--- src/design/saa_pkg.sv ---
// Shared constants, status codes and controller command type for the
// short address allocator. No dependencies.
package saa_pkg;

    localparam int ADDR_COUNT  = 256;
    localparam int CNT_W       = $clog2(ADDR_COUNT);
    localparam int QUEUE_DEPTH = 256;
    localparam int QPTR_W      = $clog2(QUEUE_DEPTH);
    localparam int QCNT_W      = QPTR_W + 1;
    localparam int ADDR_W      = 8;
    localparam int STATUS_W    = 3;
    localparam int LIMIT_W     = 17;
    localparam int OUT_TDATA_W = 16;

    localparam logic [STATUS_W-1:0] ST_OK           = 3'd0;
    localparam logic [STATUS_W-1:0] ST_NONE_FREE    = 3'd1;
    localparam logic [STATUS_W-1:0] ST_FREED_ZERO   = 3'd2;
    localparam logic [STATUS_W-1:0] ST_OUT_OF_RANGE = 3'd3;
    localparam logic [STATUS_W-1:0] ST_QUEUE_FULL   = 3'd4;

    localparam logic KIND_ALLOC = 1'b0;
    localparam logic KIND_FREE  = 1'b1;

    typedef struct packed {
        logic capture;
        logic execute;
    } cmd_t;

endpackage

--- src/design/saa_ctrl.sv ---
// Controller for the short address allocator: request sequencing and
// output valid handling. Depends on saa_pkg.
module saa_ctrl (
    input  logic          clk,
    input  logic          rst_n,
    input  logic          s_tvalid,
    output logic          s_tready,
    output logic          m_tvalid,
    input  logic          m_tready,
    output saa_pkg::cmd_t cmd
);
    import saa_pkg::*;

    localparam logic S_IDLE = 1'b0;
    localparam logic S_EXEC = 1'b1;

    logic state_reg;
    logic state_next;
    logic m_tvalid_reg;
    logic m_tvalid_next;

    assign s_tready    = (state_reg == S_IDLE);
    assign cmd.capture = s_tvalid && s_tready;
    // the result register frees up in the same cycle it is taken
    assign cmd.execute = (state_reg == S_EXEC) && (!m_tvalid_reg || m_tready);
    assign m_tvalid    = m_tvalid_reg;

    always_comb
    begin
        state_next = state_reg;
        case (state_reg)
            S_IDLE:
            begin
                if (cmd.capture)
                begin
                    state_next = S_EXEC;
                end
            end
            S_EXEC:
            begin
                if (cmd.execute)
                begin
                    state_next = S_IDLE;
                end
            end
            default:
            begin
                state_next = S_IDLE;
            end
        endcase
    end

    always_comb
    begin
        if (cmd.execute)
        begin
            m_tvalid_next = 1'b1;
        end
        else if (m_tready)
        begin
            m_tvalid_next = 1'b0;
        end
        else
        begin
            m_tvalid_next = m_tvalid_reg;
        end
    end

    always_ff @(posedge clk or negedge rst_n)
    begin
        if (!rst_n)
        begin
            state_reg    <= S_IDLE;
            m_tvalid_reg <= 1'b0;
        end
        else
        begin
            state_reg    <= state_next;
            m_tvalid_reg <= m_tvalid_next;
        end
    end

    a_exec_shows_word: assert property (@(posedge clk) disable iff (!rst_n)
        cmd.execute |=> m_tvalid)
        else $error("result word not presented after execute");

    a_capture_to_exec: assert property (@(posedge clk) disable iff (!rst_n)
        cmd.capture |=> (state_reg == S_EXEC))
        else $error("accepted word did not start execution");

    a_stall_holds_exec: assert property (@(posedge clk) disable iff (!rst_n)
        ((state_reg == S_EXEC) && m_tvalid_reg && !m_tready) |=>
        ((state_reg == S_EXEC) && m_tvalid_reg))
        else $error("execution left while result register was blocked");

endmodule

--- src/design/saa_datapath.sv ---
// Datapath for the short address allocator: fresh address counter,
// free-list FIFO memory and pointers, result register. Depends on saa_pkg.
module saa_datapath (
    input  logic                             clk,
    input  logic                             rst_n,
    input  saa_pkg::cmd_t                    cmd,
    input  logic                             in_kind,
    input  logic [saa_pkg::ADDR_W-1:0]       in_addr,
    output logic [saa_pkg::OUT_TDATA_W-1:0]  out_data
);
    import saa_pkg::*;

    logic [ADDR_W-1:0]   fifo_mem [QUEUE_DEPTH];
    logic [ADDR_W-1:0]   rd_data_reg;

    logic                kind_reg;
    logic [ADDR_W-1:0]   addr_reg;
    logic [CNT_W-1:0]    fresh_reg;
    logic [CNT_W-1:0]    fresh_next;
    logic [QPTR_W-1:0]   head_reg;
    logic [QPTR_W-1:0]   head_next;
    logic [QPTR_W-1:0]   tail_reg;
    logic [QPTR_W-1:0]   tail_next;
    logic [QCNT_W-1:0]   count_reg;
    logic [QCNT_W-1:0]   count_next;
    logic [OUT_TDATA_W-1:0] out_reg;

    logic                fresh_avail;
    logic [CNT_W-1:0]    fresh_inc;
    logic                queue_empty;
    logic                queue_full;
    logic                addr_high;
    logic                wr_en;
    logic [STATUS_W-1:0] status;
    logic [ADDR_W-1:0]   granted;

    assign fresh_inc   = fresh_reg + 1'b1;
    assign fresh_avail = (fresh_reg != CNT_W'(ADDR_COUNT - 1));
    assign queue_empty = (count_reg == '0);
    assign queue_full  = (count_reg == QCNT_W'(QUEUE_DEPTH));
    assign addr_high   = (LIMIT_W'(addr_reg) >= LIMIT_W'(ADDR_COUNT));

    always_comb
    begin
        status     = ST_OK;
        granted    = '0;
        fresh_next = fresh_reg;
        head_next  = head_reg;
        tail_next  = tail_reg;
        count_next = count_reg;
        wr_en      = 1'b0;
        if (kind_reg == KIND_ALLOC)
        begin
            if (fresh_avail)
            begin
                fresh_next = fresh_inc;
                granted    = ADDR_W'(fresh_inc);
            end
            else if (queue_empty)
            begin
                status = ST_NONE_FREE;
            end
            else
            begin
                granted    = rd_data_reg;
                head_next  = head_reg + 1'b1;
                count_next = count_reg - 1'b1;
            end
        end
        else if (addr_reg == '0)
        begin
            status = ST_FREED_ZERO;
        end
        else if (addr_high)
        begin
            status = ST_OUT_OF_RANGE;
        end
        else if (queue_full)
        begin
            status = ST_QUEUE_FULL;
        end
        else
        begin
            wr_en      = 1'b1;
            tail_next  = tail_reg + 1'b1;
            count_next = count_reg + 1'b1;
        end
    end

    // head entry is re-read every cycle; writes only land when a word retires
    always_ff @(posedge clk)
    begin
        if (cmd.execute && wr_en)
        begin
            fifo_mem[tail_reg] <= addr_reg;
        end
        rd_data_reg <= fifo_mem[head_reg];
    end

    always_ff @(posedge clk)
    begin
        if (cmd.capture)
        begin
            kind_reg <= in_kind;
            addr_reg <= in_addr;
        end
        if (cmd.execute)
        begin
            out_reg <= OUT_TDATA_W'({granted, status});
        end
    end

    always_ff @(posedge clk or negedge rst_n)
    begin
        if (!rst_n)
        begin
            fresh_reg <= '0;
            head_reg  <= '0;
            tail_reg  <= '0;
            count_reg <= '0;
        end
        else if (cmd.execute)
        begin
            fresh_reg <= fresh_next;
            head_reg  <= head_next;
            tail_reg  <= tail_next;
            count_reg <= count_next;
        end
    end

    assign out_data = out_reg;

endmodule

--- src/design/short_address_allocator_top.sv ---
// Short address allocator: each input word is an allocate request or a free
// of an address; one result word comes back per request. Allocation hands out
// fresh addresses 1 .. ADDR_COUNT-1 in order, then the oldest freed address
// from a 256-entry FIFO, and reports "none free" when that is empty. A free
// rejects zero, addresses of ADDR_COUNT or more, and a full FIFO, in that
// order; double frees are not detected. Each request is accepted in the idle
// state and carried out in the execute state, which leaves room for the
// registered read of the FIFO memory, so the block takes no new word until the last one has executed.
// The result sits in an output register and a new request is accepted while it waits.
// Depends on saa_pkg, saa_ctrl and saa_datapath.
module short_address_allocator_top (
    input  logic                                clk,
    input  logic                                rst_n,
    input  logic                                s_tvalid,
    output logic                                s_tready,
    input  logic [saa_pkg::ADDR_W-1:0]          s_tdata,  // [7:0] free_addr
    input  logic                                s_tuser,  // [0] kind
    output logic                                m_tvalid,
    input  logic                                m_tready,
    output logic [saa_pkg::OUT_TDATA_W-1:0]     m_tdata   // [2:0] status,
                                                          // [10:3] granted_addr,
                                                          // [15:11] zero
);
    import saa_pkg::*;

    cmd_t cmd;

    saa_ctrl u_ctrl (
        .clk      (clk),
        .rst_n    (rst_n),
        .s_tvalid (s_tvalid),
        .s_tready (s_tready),
        .m_tvalid (m_tvalid),
        .m_tready (m_tready),
        .cmd      (cmd)
    );

    saa_datapath u_datapath (
        .clk      (clk),
        .rst_n    (rst_n),
        .cmd      (cmd),
        .in_kind  (s_tuser),
        .in_addr  (s_tdata),
        .out_data (m_tdata)
    );

endmodule
--- config.mk ---
export PLATFORM = sky130hd
export DESIGN_NAME = short_address_allocator_top
export DESIGN_NICKNAME = d
export VERILOG_FILES = /design/src/design/saa_pkg.sv /design/src/design/saa_ctrl.sv /design/src/design/saa_datapath.sv /design/src/design/short_address_allocator_top.sv
export SDC_FILE = /design/constraint.sdc
export NUM_CORES = 2
export LEC_CHECK = 0
export BUFFER_PORTS_ARGS = -buffer_cell sky130_fd_sc_hd__buf_2
export CORE_ASPECT_RATIO = 1.75
export CORE_MARGIN = 1.5
export CORE_UTILIZATION = 59
export CTS_BUF_LIST = sky130_fd_sc_hd__clkbuf_4 sky130_fd_sc_hd__clkbuf_8
export CTS_CLUSTER_SIZE = 20
export DETAILED_ROUTE_END_ITERATION = 16
export PLACE_DENSITY = 0.85
export SETUP_SLACK_MARGIN = 0.5
export SYNTH_ARGS = -nofsm -noshare
export SYNTH_HDL_FRONTEND = slang
export SYNTH_SLANG_ARGS = --single-unit
--- constraint.sdc ---
create_clock -name clk -period 5.6 [get_ports clk]
set_clock_uncertainty 0.1 [all_clocks]
set_input_delay 0.28 -clock clk [delete_from_list [all_inputs] [get_ports clk]]
set_output_delay 0.28 -clock clk [all_outputs]
set_load 0.01 [all_outputs]
==> metrics <==
status=complete, no violations; CTS tree=done; CP arrival=between 5000 and 6000 ps; Layout area overhead=11.6%; CTS clk-pin slew, worst paths=about 70 ps; Core Area=~0.14 sq mm; P_leak=around 28 nW; CTS Root Cell=clkbuf_8; Initial Util=0.596; Pwr per Cell Area=roughly 340 mW/mm^2; GRT overflow=0; Rel. slew slack=0.0254; Syn. warnings=0; top-level I/O count=31; Synth Instances=3979; Row Count=180; area of the multi-input gates=about 0.019 sq mm; max-slew violations=0; post-synthesis average cell area=between 20 and 25 sq um; GPL Wtd Cong=approximately 1; commonest non-fill, non-tap cell in the layout=edfxtp_1; CP Max Fanout=51; top_reg_cell synth=edfxtp_1; Worst VDD drop=approximately 240 uV; H-tree depth=5; Die Ht=around 500 um; number of flops mapped to enable cells by yosys=~2100; CTS Sinks=roughly 2100; aggregate routed wire length=about 230000 um; hold path depth=4; post-synthesis cell area=between 0.08 and 0.09 sq mm; HPWL after detailed placement=about 140000 um; CTS buffer count=between 200 and 300; share of cells above drive strength 1=0.285; kind of critical path=reg -> reg; RSZ-0062 raised after global routing=false; fillcell total=about 7700; final net count=4244; max reg flops=about 2000; synth unique cells=69; Hold WC Path Type=in -> reg; Antenna Violating Nets Remaining=0; Port Buffers=25; Min Clock Period, post-route=4460 ps; average wire per cell in the routed design=~37 um; #FFs+latches synth=between 2000 and 2500; endpoints failing setup=0; number of remaining DRC errors=0; R2R depth=9; largest net degree at the start of global routing=185; worst skew pair latency=1000 ps; first-pass GRT wire length=between 300000 and 400000 um; vias=approximately 44000; worst slew pin tran=between 1000 and 1500 ps; reg2reg setup slack=between 1000 and 1500 ps; register area share after synthesis=0.770; Detailed Route Iter0 Violations=7537; critical path required time=6380 ps; final hold vios=0; CTS Buffer Depth=4; CP Launch Type=flop; initial antenna violation count=14; die area=about 0.14 sq mm; Register Area=around 0.063 sq mm; vias in the first global route=around 45000; most frequent cells in the layout=edfxtp_1 (2068), mux4_2 (450), clkbuf_8 (292); gr usage total=0.327; fin crit share=0.797; DP Area=approximately 0.086 sq mm; fmax=around 0.22 GHz; asr flop ratio synth=0.0166; max-cap viol count=0; design area=0.0915 sq mm; Die Wd=about 280 um; TritonRoute pass-1 iters=8; Fin Setup TNS=0 ps; DR vias/cell=a little over 7; number of cells upsized or downsized after cts=0; CP Capture Type=flop
power breakdown:
part / switching, W / leakage (nW) / internal, W / total [W]
clock: 0.00548 / 2.83 / 0.00595 / 0.0114
combinational: 0.00138 / 6.53 / 0.000284 / 0.00167
sequential: 0.000122 / 19.1 / 0.0176 / 0.0177
total: 0.00699 / 28.5 / 0.0238 / 0.0308
layer usage:
| layer | global-route usage | vias to the layer above | share of wire |
|---|---|---|---|
| met4 | 0.276 | 8 | 0.11 |
| met3 | 0.0911 | 1156 | 0.12 |
| li1 | - | 17000 | - |
| met2 | 0.526 | 4234 | 0.48 |
| met1 | 0.362 | 22100 | 0.29 |
| met5 | 0 | - | 0.00019 |
layout make-up:
class                      count  share of cell area
clock inverter               115              0.0101
tap                         1820              0.0249
clock buffer                 351              0.0487
antenna                        9            0.000246
multi-input combinational   1618               0.207
timing repair buffer         192              0.0186
inverter                      13            0.000533
sequential                  2111               0.690
worst max-delay path: stages (launching register included):
cell	delay (ps)
dfrtp_4	1030
buf_12	410
buf_4	370
buf_4	260
mux2i_1	100
o221ai_1	260
a21oi_1	100
a211oi_1	1060
o311ai_0	390
o31ai_1	160
synthesized netlist by cell type, drive strengths merged, types with 3 or more instances:
cell type | number | share of area
a211o | 5 | 0.00053
a211oi | 18 | 0.0016
a21oi | 87 | 0.0053
a221oi | 41 | 0.0044
a22o | 14 | 0.0015
a22oi | 106 | 0.0097
a311oi | 3 | 0.00032
a31oi | 12 | 0.00092
a32oi | 5 | 0.00053
and2 | 5 | 0.00038
buf | 130 | 0.011
clkbuf | 111 | 0.0051
dfrtp | 35 | 0.011
dfxtp | 8 | 0.0020
edfxtp | 2068 | 0.76
ha | 13 | 0.0020
inv | 12 | 0.00055
mux2 | 8 | 0.0011
mux2i | 165 | 0.020
mux4 | 450 | 0.12
nand2 | 100 | 0.0046
nand2b | 3 | 0.00023
nand3 | 41 | 0.0026
nand3b | 6 | 0.00055
nand4 | 15 | 0.0011
nor2 | 302 | 0.014
nor2b | 19 | 0.0014
nor3 | 14 | 0.00085
nor3b | 5 | 0.00060
nor4 | 9 | 0.00069
o2111ai | 5 | 0.00053
o211ai | 15 | 0.0014
o21ai | 43 | 0.0026
o21bai | 3 | 0.00027
o221ai | 16 | 0.0017
o22ai | 20 | 0.0015
o311ai | 3 | 0.00032
o31ai | 3 | 0.00027
or3b | 3 | 0.00032
xnor2 | 19 | 0.0020
xor2 | 12 | 0.0013
per-stage QoR:
| stage | worst slack, ps | hold WS [ps] | total power (W) | instances | util |
|---|---|---|---|---|---|
| 2_1_floorplan | 160 | -116 | 0.0188 | 3983 | - |
| 3_3_place_gp | 1360 | 345 | 0.0195 | 5725 | 0.623 |
| 3_5_place_dp | 1260 | 344 | 0.0196 | 5726 | 0.623 |
| 4_1_cts | 1210 | 57.7 | 0.0307 | 6215 | 0.664 |
| 5_1_grt | 1280 | 121 | 0.0314 | 6222 | 0.665 |
| 6_report | 1140 | 106 | 0.0308 | 6229 | 0.665 |
logic make-up after synthesis:
kind of cell	count (synthesis)	synth area share
compound gates	412	0.0349
flops	2111	0.770
simple gates	533	0.0282
xor+xnor	31	0.00331
mux	623	0.145
other cells	1	0.0000457
fa+ha+maj	14	0.00223
buf+inv	254	0.0166
what timing repair did:
action                                  in CTS  in global routing
hold buffers                                23                  0
endpoints found under the setup margin       0                  0
buffers inserted                             0                  0
hold endpoints to repair                    73                  0
worst paths after layout:
| kind | end | start |
|---|---|---|
| min | u_ctrl.m_tvalid | m_tready |
| max reg2reg | u_datapath.rd_data_reg[6] | u_datapath.head_reg[1] |
| max in group asynchronous | u_datapath.head_reg[3] | rst_n |
| min in group asynchronous | u_datapath.count_reg[5] | rst_n |
| max | u_datapath.rd_data_reg[6] | u_datapath.head_reg[1] |
| min reg2reg | u_datapath.count_reg[8] | u_datapath.count_reg[8] |
Note: power is estimated with default switching activity, not from simulation.
